## config.mk

```make
export PLATFORM = sky130hd
export DESIGN_NAME = fret_string_chooser
export DESIGN_NICKNAME = d
export VERILOG_FILES = /design/src/design/fsc_pkg.sv /design/src/design/fret_string_chooser.sv /design/src/design/fsc_tuning.sv /design/src/design/fsc_lane.sv
export VERILOG_INCLUDE_DIRS = /design/src /design/src/design
export SDC_FILE = /design/constraint.sdc
export NUM_CORES = 1
export LEC_CHECK = 0
export BUFFER_PORTS_ARGS = -buffer_cell sky130_fd_sc_hd__buf_4
export CORE_MARGIN = 3
export CORE_UTILIZATION = 30
export CTS_BUF_LIST = sky130_fd_sc_hd__clkbuf_8 sky130_fd_sc_hd__clkbuf_16
export CTS_CLUSTER_SIZE = 8
export DETAILED_ROUTE_END_ITERATION = 16
export PLACE_DENSITY = 0.45
export RECOVER_POWER = 50
export SLEW_MARGIN = 20
export SYNTH_ARGS = -nofsm -noshare
export SYNTH_HDL_FRONTEND = slang
export SYNTH_HIERARCHICAL = 1
export SYNTH_SLANG_ARGS = --single-unit
```

## constraint.sdc

```tcl
create_clock -name clk -period 16.1 [get_ports clk]
set_input_delay 0.805 -clock clk [delete_from_list [all_inputs] [get_ports clk]]
set_output_delay 0.805 -clock clk [all_outputs]
set_load 0.05 [all_outputs]
```

## src/design/fret_string_chooser_defines.svh

```systemverilog
// assertion macros for the fret string chooser
// expects clk and rst_n in the scope where a macro is used
`ifndef FRET_STRING_CHOOSER_DEFINES_SVH
`define FRET_STRING_CHOOSER_DEFINES_SVH

// same-cycle implication
`define FSC_ASSERT_IMP(label, ante, cons) \
  label: assert property (@(posedge clk) disable iff (!rst_n) (ante) |-> (cons)) \
    else $error("fret string chooser check failed");

// next-cycle implication
`define FSC_ASSERT_NXT(label, ante, cons) \
  label: assert property (@(posedge clk) disable iff (!rst_n) (ante) |=> (cons)) \
    else $error("fret string chooser check failed");

`endif

```

## src/design/fsc_pkg.sv

```systemverilog
// shared types, codes and tuning tables for the fret string chooser
// no dependencies
`default_nettype none

package fsc_pkg;

  localparam int NUM_STR        = 6;
  localparam int STR_W          = 3;
  localparam int FRET_W         = 5;
  localparam int NOTE_W         = 7;
  localparam int BEAT_WIDTH     = 24;
  localparam int BEAT_TOLERANCE = 12;
  localparam int COST_W         = 10;
  localparam int CFG_IDX_W      = 2;
  localparam int CFG_DATA_W     = 5;

  localparam logic [COST_W-1:0] STRETCH_PENALTY = COST_W'(500);
  // open bonus is applied as +5 on every other string, keeping cost unsigned
  localparam logic [COST_W-1:0] OPEN_BONUS      = COST_W'(5);

  // configuration register indexes
  localparam logic [CFG_IDX_W-1:0] CFG_INSTRUMENT  = 2'd0;
  localparam logic [CFG_IDX_W-1:0] CFG_TUNING      = 2'd1;
  localparam logic [CFG_IDX_W-1:0] CFG_PREF_POS    = 2'd2;
  localparam logic [CFG_IDX_W-1:0] CFG_MAX_STRETCH = 2'd3;

  // instrument codes
  localparam logic [1:0] INST_ACOUSTIC = 2'd0;
  localparam logic [1:0] INST_ELECTRIC = 2'd1;
  localparam logic [1:0] INST_BASS     = 2'd2;

  // tuning codes
  localparam logic [1:0] TUN_STANDARD  = 2'd0;
  localparam logic [1:0] TUN_DROP_D    = 2'd1;
  localparam logic [1:0] TUN_HALF_DOWN = 2'd2;
  localparam logic [1:0] TUN_OPEN_G    = 2'd3;

  localparam logic [FRET_W-1:0] ACOUSTIC_MAX_FRET = 5'd20;
  localparam logic [FRET_W-1:0] FULL_MAX_FRET     = 5'd24;
  localparam logic [FRET_W-1:0] MAX_STRETCH_RST   = 5'd4;

  typedef logic [NOTE_W-1:0] pitch_t;

  localparam pitch_t GUITAR_STD [0:5] = '{7'd64, 7'd59, 7'd55, 7'd50, 7'd45, 7'd40};
  localparam pitch_t GUITAR_OPEN_G [0:5] = '{7'd62, 7'd59, 7'd55, 7'd50, 7'd43, 7'd38};
  localparam pitch_t BASS_STD [0:3] = '{7'd43, 7'd38, 7'd33, 7'd28};
  localparam pitch_t GUITAR_DROP_LOW = 7'd38;
  localparam pitch_t BASS_DROP_LOW   = 7'd26;

  typedef struct packed {
    logic [NOTE_W-1:0]     midi_note;
    logic [BEAT_WIDTH-1:0] beat_time;
    logic                  first_of_phrase;
  } in_item_t;

  typedef struct packed {
    logic [STR_W-1:0]      string_index;
    logic [FRET_W-1:0]     fret_number;
    logic [BEAT_WIDTH-1:0] beat_out;
  } out_item_t;

  // derived string set for the current instrument and tuning
  typedef struct packed {
    logic [NUM_STR-1:0]       present;
    logic [FRET_W-1:0]        max_fret;
    pitch_t [NUM_STR-1:0]     open_pitch;
  } tune_t;

  // per-note context shared by all string lanes
  typedef struct packed {
    logic [NOTE_W-1:0] note;
    logic [FRET_W-1:0] pref;
    logic [FRET_W-1:0] last_fret;
    logic [STR_W-1:0]  last_string;
    logic [FRET_W-1:0] max_stretch;
    logic              chord_active;
  } ctx_t;

  typedef struct packed {
    logic              ok;
    logic [FRET_W-1:0] fret;
    logic [COST_W-1:0] cost;
  } lane_t;

  function automatic logic [FRET_W-1:0] absdiff5(input logic [FRET_W-1:0] a,
                                                 input logic [FRET_W-1:0] b);
    return (a > b) ? a - b : b - a;
  endfunction

endpackage

`default_nettype wire

```

## src/design/fret_string_chooser.sv

```systemverilog
// fret string chooser top level: config registers, tracking state, selection
// depends on fsc_pkg, fsc_tuning, fsc_lane and fret_string_chooser_defines.svh
`default_nettype none

// Places one MIDI note per input beat on a string and fret of the selected
// instrument. Accepts one note every clock cycle while results are taken; a
// result is presented once its note has passed the input register and one
// evaluation stage, which costs all six strings in parallel and writes the
// result register and the tracking state in the same edge, so the next note
// always sees it. A waiting result holds the input register, and the input
// opens again in the cycle that result is taken. Notes that no free string
// can play produce no output beat. The user must write configuration through
// cfg_we/cfg_index/cfg_wdata only while no note is in flight (not enforced).

module fret_string_chooser
  import fsc_pkg::*;
(
  input  wire logic                  clk,
  input  wire logic                  rst_n,
  input  wire logic                  in_valid,
  output logic                       in_ready,
  input  wire in_item_t              in_data,
  output logic                       out_valid,
  input  wire logic                  out_ready,
  output out_item_t                  out_data,
  input  wire logic                  cfg_we,
  input  wire logic [CFG_IDX_W-1:0]  cfg_index,
  input  wire logic [CFG_DATA_W-1:0] cfg_wdata
);

`include "fret_string_chooser_defines.svh"

  // configuration
  logic [1:0]        instrument_r;
  logic [1:0]        tuning_r;
  logic [FRET_W-1:0] pref_r;
  logic [FRET_W-1:0] max_stretch_r;

  // pipeline
  logic      in_valid_r;
  in_item_t  in_data_r;
  logic      out_valid_r, out_valid_nxt;
  out_item_t out_data_r;
  logic      advance;

  // tracking state
  logic [STR_W-1:0]      last_string_r, last_string_nxt;
  logic [FRET_W-1:0]     last_fret_r, last_fret_nxt;
  logic [BEAT_WIDTH-1:0] beat_ref_r, beat_ref_nxt;
  logic                  beat_open_r;
  logic [NUM_STR-1:0]    used_r, used_nxt;

  // evaluation
  tune_t                 tune;
  ctx_t                  ctx;
  lane_t                 lane [NUM_STR];
  logic                  restart;
  logic [STR_W-1:0]      ls_eff;
  logic [FRET_W-1:0]     lf_eff;
  logic [NUM_STR-1:0]    used_pre, used_eff;
  logic [BEAT_WIDTH-1:0] beat_diff;
  logic                  new_beat;
  logic                  found;
  logic [STR_W-1:0]      best_idx;
  logic [FRET_W-1:0]     best_fret;
  logic [COST_W-1:0]     best_cost;

  // checker terms
  logic                  placed;
  logic                  out_in_range;

  always_ff @(posedge clk) begin
    if (!rst_n) begin
      instrument_r  <= INST_ACOUSTIC;
      tuning_r      <= TUN_STANDARD;
      pref_r        <= '0;
      max_stretch_r <= MAX_STRETCH_RST;
    end else if (cfg_we) begin
      case (cfg_index)
        CFG_INSTRUMENT:  instrument_r  <= cfg_wdata[1:0];
        CFG_TUNING:      tuning_r      <= cfg_wdata[1:0];
        CFG_PREF_POS:    pref_r        <= cfg_wdata[FRET_W-1:0];
        CFG_MAX_STRETCH: max_stretch_r <= cfg_wdata[FRET_W-1:0];
        default: begin
        end
      endcase
    end
  end

  fsc_tuning u_tuning (
    .instrument (instrument_r),
    .tuning     (tuning_r),
    .tune       (tune)
  );

  // phrase restart and beat grouping ahead of the string costs
  always_comb begin
    restart   = in_data_r.first_of_phrase;
    ls_eff    = restart ? '0 : last_string_r;
    lf_eff    = restart ? pref_r : last_fret_r;
    used_pre  = restart ? '0 : used_r;
    beat_diff = (in_data_r.beat_time >= beat_ref_r) ? in_data_r.beat_time - beat_ref_r
                                                    : beat_ref_r - in_data_r.beat_time;
    new_beat  = restart || !beat_open_r || (beat_diff > BEAT_WIDTH'(BEAT_TOLERANCE));
    used_eff  = new_beat ? '0 : used_pre;

    ctx.note         = in_data_r.midi_note;
    ctx.pref         = pref_r;
    ctx.last_fret    = lf_eff;
    ctx.last_string  = ls_eff;
    ctx.max_stretch  = max_stretch_r;
    ctx.chord_active = (used_eff != '0);
  end

  for (genvar g = 0; g < NUM_STR; g++) begin : g_lane
    fsc_lane u_lane (
      .ctx        (ctx),
      .open_pitch (tune.open_pitch[g]),
      .present    (tune.present[g]),
      .used       (used_eff[g]),
      .max_fret   (tune.max_fret),
      .str_idx    (STR_W'(g)),
      .res        (lane[g])
    );
  end

  // strict less-than keeps the lowest string index on ties
  always_comb begin
    found     = 1'b0;
    best_idx  = '0;
    best_fret = '0;
    best_cost = '1;
    for (int i = 0; i < NUM_STR; i++) begin
      if (lane[i].ok && (!found || lane[i].cost < best_cost)) begin
        found     = 1'b1;
        best_idx  = STR_W'(i);
        best_fret = lane[i].fret;
        best_cost = lane[i].cost;
      end
    end
  end

  assign advance  = in_valid_r && (!out_valid_r || out_ready);
  assign in_ready = !in_valid_r || advance;

  always_comb begin
    beat_ref_nxt    = new_beat ? in_data_r.beat_time : beat_ref_r;
    last_string_nxt = found ? best_idx : ls_eff;
    last_fret_nxt   = found ? best_fret : lf_eff;
    used_nxt        = used_eff;
    if (found) begin
      used_nxt[best_idx] = 1'b1;
    end
    out_valid_nxt = out_valid_r && !out_ready;
    if (advance) begin
      out_valid_nxt = found;
    end
  end

  always_ff @(posedge clk) begin
    if (!rst_n) begin
      in_valid_r    <= 1'b0;
      out_valid_r   <= 1'b0;
      last_string_r <= '0;
      last_fret_r   <= '0;
      beat_ref_r    <= '0;
      beat_open_r   <= 1'b0;
      used_r        <= '0;
    end else begin
      out_valid_r <= out_valid_nxt;
      if (in_valid && in_ready) begin
        in_valid_r <= 1'b1;
      end else if (advance) begin
        in_valid_r <= 1'b0;
      end
      if (advance) begin
        last_string_r <= last_string_nxt;
        last_fret_r   <= last_fret_nxt;
        beat_ref_r    <= beat_ref_nxt;
        beat_open_r   <= 1'b1;
        used_r        <= used_nxt;
      end
    end
  end

  // payload registers
  always_ff @(posedge clk) begin
    if (in_valid && in_ready) begin
      in_data_r <= in_data;
    end
    if (advance && found) begin
      out_data_r.string_index <= best_idx;
      out_data_r.fret_number  <= best_fret;
      out_data_r.beat_out     <= in_data_r.beat_time;
    end
  end

  assign out_valid = out_valid_r;
  assign out_data  = out_data_r;

  assign placed       = advance && found;
  assign out_in_range = (out_data_r.fret_number <= FULL_MAX_FRET) &&
                        (out_data_r.string_index < STR_W'(NUM_STR));

  `FSC_ASSERT_IMP(a_out_range, out_valid_r, out_in_range)
  `FSC_ASSERT_NXT(a_used_marked, placed, used_r[$past(best_idx)] && (last_fret_r == $past(best_fret)))
  `FSC_ASSERT_IMP(a_rise_from_item, $rose(out_valid_r), $past(advance) && $past(found))

endmodule

`default_nettype wire

```

## src/design/fsc_tuning.sv

```systemverilog
// open string pitches, string set and fret limit from instrument and tuning
// depends on fsc_pkg
`default_nettype none

module fsc_tuning
  import fsc_pkg::*;
(
  input  wire logic [1:0] instrument,
  input  wire logic [1:0] tuning,
  output tune_t           tune
);

  always_comb begin
    tune = '0;
    case (instrument) inside
      INST_ACOUSTIC, INST_ELECTRIC: begin
        tune.present  = '1;
        tune.max_fret = (instrument == INST_ACOUSTIC) ? ACOUSTIC_MAX_FRET : FULL_MAX_FRET;
        for (int i = 0; i < NUM_STR; i++) begin
          tune.open_pitch[i] = (tuning == TUN_OPEN_G) ? GUITAR_OPEN_G[i] : GUITAR_STD[i];
        end
        if (tuning == TUN_DROP_D) begin
          tune.open_pitch[5] = GUITAR_DROP_LOW;
        end
      end
      INST_BASS: begin
        tune.present  = 6'b001111;
        tune.max_fret = FULL_MAX_FRET;
        for (int i = 0; i < 4; i++) begin
          tune.open_pitch[i] = BASS_STD[i];
        end
        if (tuning == TUN_DROP_D) begin
          tune.open_pitch[3] = BASS_DROP_LOW;
        end
      end
      default: begin
        tune = '0;
      end
    endcase
    // absent strings may wrap here, they are masked by present
    if (tuning == TUN_HALF_DOWN) begin
      for (int i = 0; i < NUM_STR; i++) begin
        tune.open_pitch[i] = tune.open_pitch[i] - 7'd1;
      end
    end
  end

endmodule

`default_nettype wire

```

## src/design/fsc_lane.sv

```systemverilog
// cost of playing the note on one string
// depends on fsc_pkg
`default_nettype none

module fsc_lane
  import fsc_pkg::*;
(
  input  wire ctx_t              ctx,
  input  wire pitch_t            open_pitch,
  input  wire logic              present,
  input  wire logic              used,
  input  wire logic [FRET_W-1:0] max_fret,
  input  wire logic [STR_W-1:0]  str_idx,
  output lane_t                  res
);

  logic [NOTE_W:0]   diff;
  logic [FRET_W-1:0] fret;
  logic [FRET_W-1:0] d_pref;
  logic [FRET_W-1:0] d_last;
  logic [STR_W-1:0]  d_str;
  logic              stretch;
  logic              open_bonus;

  always_comb begin
    diff       = {1'b0, ctx.note} - {1'b0, open_pitch};
    fret       = diff[FRET_W-1:0];
    d_pref     = absdiff5(fret, ctx.pref);
    d_last     = absdiff5(fret, ctx.last_fret);
    d_str      = (str_idx > ctx.last_string) ? str_idx - ctx.last_string
                                             : ctx.last_string - str_idx;
    stretch    = ctx.chord_active && (d_last > ctx.max_stretch) &&
                 (fret != '0) && (ctx.last_fret != '0);
    open_bonus = (fret == '0) && (ctx.pref <= 5'd3);

    res.ok   = present && !used && !diff[NOTE_W] &&
               (diff[NOTE_W-1:0] <= {2'b00, max_fret});
    res.fret = fret;
    res.cost = {4'b0, d_pref, 1'b0} + {5'b0, d_last} + {6'b0, d_str, 1'b0}
             + (stretch ? STRETCH_PENALTY : '0)
             + (open_bonus ? '0 : OPEN_BONUS);
  end

endmodule

`default_nettype wire
```

==> flow_summary.ini, run 1 <==
[timing]
finalSetupViolations = 0
fin_hold_ws_ns = 0.4640
slew_violations = 61
clock_skew_ns = 0.01312
fin_tns_setup_ns = 0
finalCritPeriodShare_pct = 96.95
period_needed_ns = 15.61
fmax_ghz = 0.06406
worstMarginPinSlew_ns = 2.318
final_hold_viol_count = 0
timing.slew.headroom_pct = -54.55

[clocking]
cts_tree = yes
cts_buffer_depth = 2
h-tree-depth = 4
cts_buffers = 17
clkSinkCount = 119
cts_hold_buf = 0
cts-root-buf = clkbuf_16
clock_latency_ns = 0.46
clk_pin_slew_ns = 0.06

[power]
switching_share_pct = 49.23
p_int_uw = 2976
pwr-share-clk_pct = 6.8
switchingPower_uw = 2886
combPwrFrac_pct = 86.9
p_seq_share_pct = 6.3
powerDensity_mw_per_mm2 = 210.1
vdd_ir_drop_max_v = 0.0001699
p_leak_uw = 0.01342

[floorplanning]
num_rows = 98
die-height_um = 277.3
core-area_mm2 = 0.07222
initial_core_util_pct = 30.57
die_w_um = 277.3
io-pin-count = 78
die_area_mm2 = 0.07688

[synth]
syn_inst = 2552
ys_seq_area_share_pct = 13.69
synth_ff_type = edfxtp_1
synth_top_area_share_pct = 25.33
synth-seq-cells = 119
async_flop_share_pct = 0
synth_area_per_cell_um2 = 8.651
ys_warn_count = 6
yosys.area.top_type = ha_1
synth_edf_count = 64
yosys.cell_types.count = 109
syn_area_mm2 = 0.02208
synth_area_leaders = ha_1 (25%), edfxtp_1 (8.7%), fa_1 (7.8%)

[global_routing]
overflow = 0
grt_pass1_wl_mm = 111.0
grt_pass1_vias = 19818
antenna_found_initial = 2
grt_max_degree = 39
grtUsageTotal_pct = 18.23

[placed_design]
place.gp.congestion = 0.9161
dpl.hpwl_mm = 59.90
postPlaceCellArea_mm2 = 0.02610
numPortBuffers = 77

[layout]
num-fill-cells = 7227
mostFrequentLayoutCell = inv_1
area_delta_synth_final_pct = 26.38
layout_common_cells = inv_1 (416), ha_1 (412), buf_4 (342)
fin_util_pct = 38.63
drive_gt1_share_pct = 23.95
final_nets = 3529
design_area_mm2 = 0.02790

[setup_path]
slowest_stage = fa_1
crit_top_cell = a21o_1
r2r_end = last_fret_r[4]
required_ns = 16.45
reg2reg_setup_slack_ns = 0.49
crit_type = reg -> reg
worst-path-max-fanout = 8
reg2reg_from = instrument_r[0]
ff2ff_path_depth = 80
critical_path_arrival_ns = 15.96
timing.critical_path.max_delay_family = compound AO/OA/AOI/OAI gates
cp-end-kind = flop
worst-path-buf-inv = 7
critPathMaxStageDelay_ns = 0.47
start_kind = flop

[min_path]
worstHoldEndpoint = beat_open_r
hp-class = reg -> reg
hold_start = beat_open_r
min_delay_path_depth = 2

[job]
maxCapViolCount = 2

[run_status]
failed_checks = max-capacitance violations, max-slew violations
status = finished with violations

[route]
drt_wl_total_mm = 72.25
wl_per_cell_um = 18.45
firstDrtPassIters = 4
drc = 0
via_count = 19230
drt_iter0_drc = 847
viasPerCell = 4.909
postRouteAntennaNets = 0
[timing repair]
action                     CTS  global route
gates resized for setup     17           193
setup buffers                1            28
hold endpoints to repair     0             0
setup endpoints to repair   22            22
pin swaps                    1           106
gates cloned                 0             4
[cell usage after synthesis (all sizes together), types with 16 or more instances]
| cell | number |
|---|---|
| o31ai | 17 |
| nand2b | 28 |
| ha | 447 |
| inv | 429 |
| xnor2 | 60 |
| nor2b | 56 |
| and3 | 18 |
| a21o | 81 |
| o21bai | 35 |
| nor2 | 112 |
| nor4 | 16 |
| o21ai | 146 |
| and2 | 20 |
| o21a | 38 |
| edfxtp | 64 |
| nand3 | 36 |
| xor2 | 54 |
| nor3 | 37 |
| clkbuf | 18 |
| nand2 | 105 |
| fa | 86 |
| a31oi | 17 |
| mux2 | 43 |
| nand4 | 25 |
| a211oi | 18 |
| buf | 63 |
| mux2i | 95 |
| dfxtp | 55 |
| a21oi | 165 |
[worst max path at each step]
stage	startpoint	endpoint	slack, ns	depth (start not counted)
after floorplan	tuning_r[0]	last_fret_r[1]	0.007	88
after global placement	instrument_r[0]	last_fret_r[1]	-0.02	82
after detailed placement	in_data_r[1]	last_fret_r[1]	-0.27	78
after CTS	in_data_r[1]	last_fret_r[1]	0.005	84
after global routing	instrument_r[0]	last_fret_r[1]	-0.24	83
final	instrument_r[0]	last_fret_r[4]	0.49	80
[power by group through the flow]
stage          clock, µW  combinational, µW  sequential [µW]
4_1_cts              414               4680              371
5_1_grt              425               5640              373
6_report             400               5090              370
3_5_place_dp           0               4600              377
2_1_floorplan          0               3010              400
3_3_place_gp           0               4550              377
[cells by family after synthesis]
kind of cell	count (synthesis)	synth area share, %
AOI/OAI and AO/OA	626	19.64
other	3	0.05100
buffers and inverters	510	9.770
xor gates and xnor gates	114	4.522
muxes	138	6.721
and+or+nand+nor	509	12.47
DFF	119	13.69
adders and majority gates	533	33.13
[layout make-up]
cell class | count | area, µm² | share of cell area (%)
well taps | 950 | 1189 | 4.260
multi-input cells | 1958 | 18160 | 65.08
diodes | 2 | 5.005 | 0.01794
repair buffers | 427 | 3306 | 11.85
clock buffers | 17 | 425.4 | 1.525
flip-flops and latches | 119 | 3030 | 10.86
clock inverters | 15 | 168.9 | 0.6054
inverters | 429 | 1618 | 5.798
[per-layer routing]
metal / track usage (%) / wire, µm / vias up
met1: 23.16 / 33070 / 9249
met2: 32.70 / 35950 / 267
li1: - / - / 9638
met5: 0 / 0 / -
met3: 1.818 / 1687 / 76
met4: 4.957 / 1552 / 0
[worst register-to-register path: cells and delay by family (launching register included)]
kind / cells / cell delay, ns
buf+inv: 7 / 0.91
compound gates: 40 / 6.94
simple gates: 14 / 2.00
fa+ha+maj: 15 / 4.09
flops: 1 / 0.36
mux: 2 / 0.72
xor+xnor: 2 / 0.47
[stage by stage]
stage	std cells	total power (µW)	setup WS (ns)
after floorplan	2587	3413	0.006914
after global placement	3850	4931	-0.01576
after detailed placement	3850	4976	-0.2698
after CTS	3883	5461	0.005146
after global routing	3915	6440	-0.2369
final	3917	5862	0.4903
[flip-flops by register name (all words and copies together), names as in the netlist]
| register | flops |
|---|---|
| out_data | 32 |
| used_r | 6 |
| instrument_r | 2 |
| out_valid | 1 |
| last_string_r | 3 |
| in_data_r | 24 |
| beat_open_r | 1 |
| ctx | 7 |
| last_fret_r | 5 |
| restart | 1 |
| in_valid_r | 1 |
| beat_ref_r | 24 |
| tuning_r | 2 |
| pref_r | 5 |
| max_stretch_r | 5 |
No activity file was read; power rests on OpenSTA's default activity.
==> run 2: changes to the inputs <==
--- a/config.mk
+++ b/config.mk
@@ -7,12 +7,12 @@
 export NUM_CORES = 1
 export LEC_CHECK = 0
 export BUFFER_PORTS_ARGS = -buffer_cell sky130_fd_sc_hd__buf_4
-export CORE_MARGIN = 3
-export CORE_UTILIZATION = 30
+export CORE_UTILIZATION = 59
 export CTS_BUF_LIST = sky130_fd_sc_hd__clkbuf_8 sky130_fd_sc_hd__clkbuf_16
+export CTS_CLUSTER_DIAMETER = 40
 export CTS_CLUSTER_SIZE = 8
 export DETAILED_ROUTE_END_ITERATION = 16
-export PLACE_DENSITY = 0.45
+export PLACE_DENSITY = 0.78
 export RECOVER_POWER = 50
 export SLEW_MARGIN = 20
 export SYNTH_ARGS = -nofsm -noshare
==> flow_summary.ini, run 2 (synthesis results as in run 1) <==
[placed_design]
postPlaceCellArea_mm2 = 0.02423
place.gp.congestion = 0.9838
dpl.hpwl_mm = 51.62
place_inst = 3202
numPortBuffers = 77

[timing]
slew_violations = 74
finalSetupViolations = 0
fmax_ghz = 0.06337
timing.slew.headroom_pct = -14.42
finalCritPeriodShare_pct = 98.01
worstMarginPinSlew_ns = 1.714
fin_tns_setup_ns = 0
fin_hold_ws_ns = 0.4616
clock_skew_ns = 0.01265
period_needed_ns = 15.78
final_hold_viol_count = 0

[power]
pwr-share-clk_pct = 7.4
powerDensity_mw_per_mm2 = 210.7
p_int_uw = 2794
switching_share_pct = 49.85
p_leak_uw = 0.01282
vdd_ir_drop_max_v = 0.0001887
p_seq_share_pct = 6.7
combPwrFrac_pct = 85.9
switchingPower_uw = 2778

[route]
drt_iter0_drc = 1639
viasPerCell = 5.977
drt_wl_total_mm = 65.16
drc = 0
firstDrtPassIters = 5
postRouteAntennaNets = 0
wl_per_cell_um = 19.73
via_count = 19737

[min_path]
hp-class = reg -> reg

[global_routing]
overflow = 0
grt_max_degree = 46
grt_pass1_wl_mm = 100.1
grt_pass1_vias = 19452
antenna_found_initial = 0
grtUsageTotal_pct = 32.76

[setup_path]
critPathMaxStageDelay_ns = 0.50
crit_top_cell = a21o_1
slowest_stage = fa_1
cp-end-kind = flop
critical_path_arrival_ns = 16.09
start_kind = flop
worst-path-max-fanout = 7
required_ns = 16.41
crit_type = reg -> reg

[floorplanning]
io-pin-count = 78
num_rows = 70
core-area_mm2 = 0.03670
initial_core_util_pct = 60.16
die_w_um = 195.4
die-height_um = 195.4
die_area_mm2 = 0.03820

[layout]
mostFrequentLayoutCell = inv_1
fin_util_pct = 72.07
drive_gt1_share_pct = 21.38
design_area_mm2 = 0.02645
layout.cells.non_filler = 3302
area_delta_synth_final_pct = 19.80
largest_reg_flops = 32
diodes = 0
layout_common_cells = inv_1 (421), ha_1 (404), buf_4 (226)
final_nets = 3398

[clocking]
clk_pin_slew_ns = 0.06
clock_latency_ns = 0.43
clkSinkCount = 119
cts_tree = yes
h-tree-depth = 4
cts-root-buf = clkbuf_16
cts_hold_buf = 0
cts_buffer_depth = 2
cts_buffers = 17

[run_status]
status = finished with violations
failed_checks = max-capacitance violations, max-slew violations

[job]
maxCapViolCount = 2
==> run 2: worst paths after layout <==
check | slack, ns | cells past startpoint | start | end
setup / recovery | 0.32 | 81 | instrument_r[0] | last_fret_r[3]
hold reg to reg | 0.46 | 2 | beat_open_r | beat_open_r
setup reg to reg | 0.32 | 81 | instrument_r[0] | last_fret_r[3]
hold / removal | 0.46 | 2 | beat_open_r | beat_open_r
==> run 2: cell type report <==
type | instances | area [µm²]
multi-input combinational | 1958 | 18280
fill | 2700 | 10250
sequential | 119 | 3030
timing repair buffer | 296 | 2305
inverter | 429 | 1623
tap | 468 | 585.6
clock buffer | 17 | 425.4
clock inverter | 15 | 203.9
==> run 2: per-stage QoR <==
stage	worst slack [ns]	total power, µW
after global placement	0.2022	4316
after CTS	0.007772	4953
after global routing	-0.3204	6062
final	0.3207	5572
after detailed placement	-0.3362	4462
after floorplan	0.006914	3413
==> run 2: layer usage <==
metal	track usage, %	wire, µm	share of wire, %
met5	0	0	0
met4	9.886	1851	2.8
met3	3.696	4139	6.4
met2	57.41	31370	48
met1	42.09	27800	43
==> run 2: worst max-delay path: cells and delay by family (launching register included) <==
kind                     cells  cell delay [ns]
adder cells (fa/ha/maj)     13             3.91
XOR/XNOR                     2             0.39
buffers and inverters       10             1.30
multiplexers                 2             0.69
AND/OR/NAND/NOR             13             1.73
AO/OA/AOI/OAI               41             7.31
flip-flops                   1             0.36
==> run 2: repair_timing <==
action | CTS | global route
setup buffers | 8 | 56
gates resized for setup | 32 | 195
gates cloned | 0 | 5
endpoints found under the setup margin | 21 | 22
pin swaps | 11 | 114
==> run 2: power groups by stage <==
| stage | clock network [µW] | logic (µW) | registers, µW |
|---|---|---|---|
| 2_1_floorplan | 0 | 3010 | 400 |
| 3_3_place_gp | 0 | 3940 | 376 |
| 3_5_place_dp | 0 | 4090 | 377 |
| 4_1_cts | 414 | 4170 | 371 |
| 5_1_grt | 427 | 5260 | 373 |
| 6_report | 412 | 4790 | 372 |
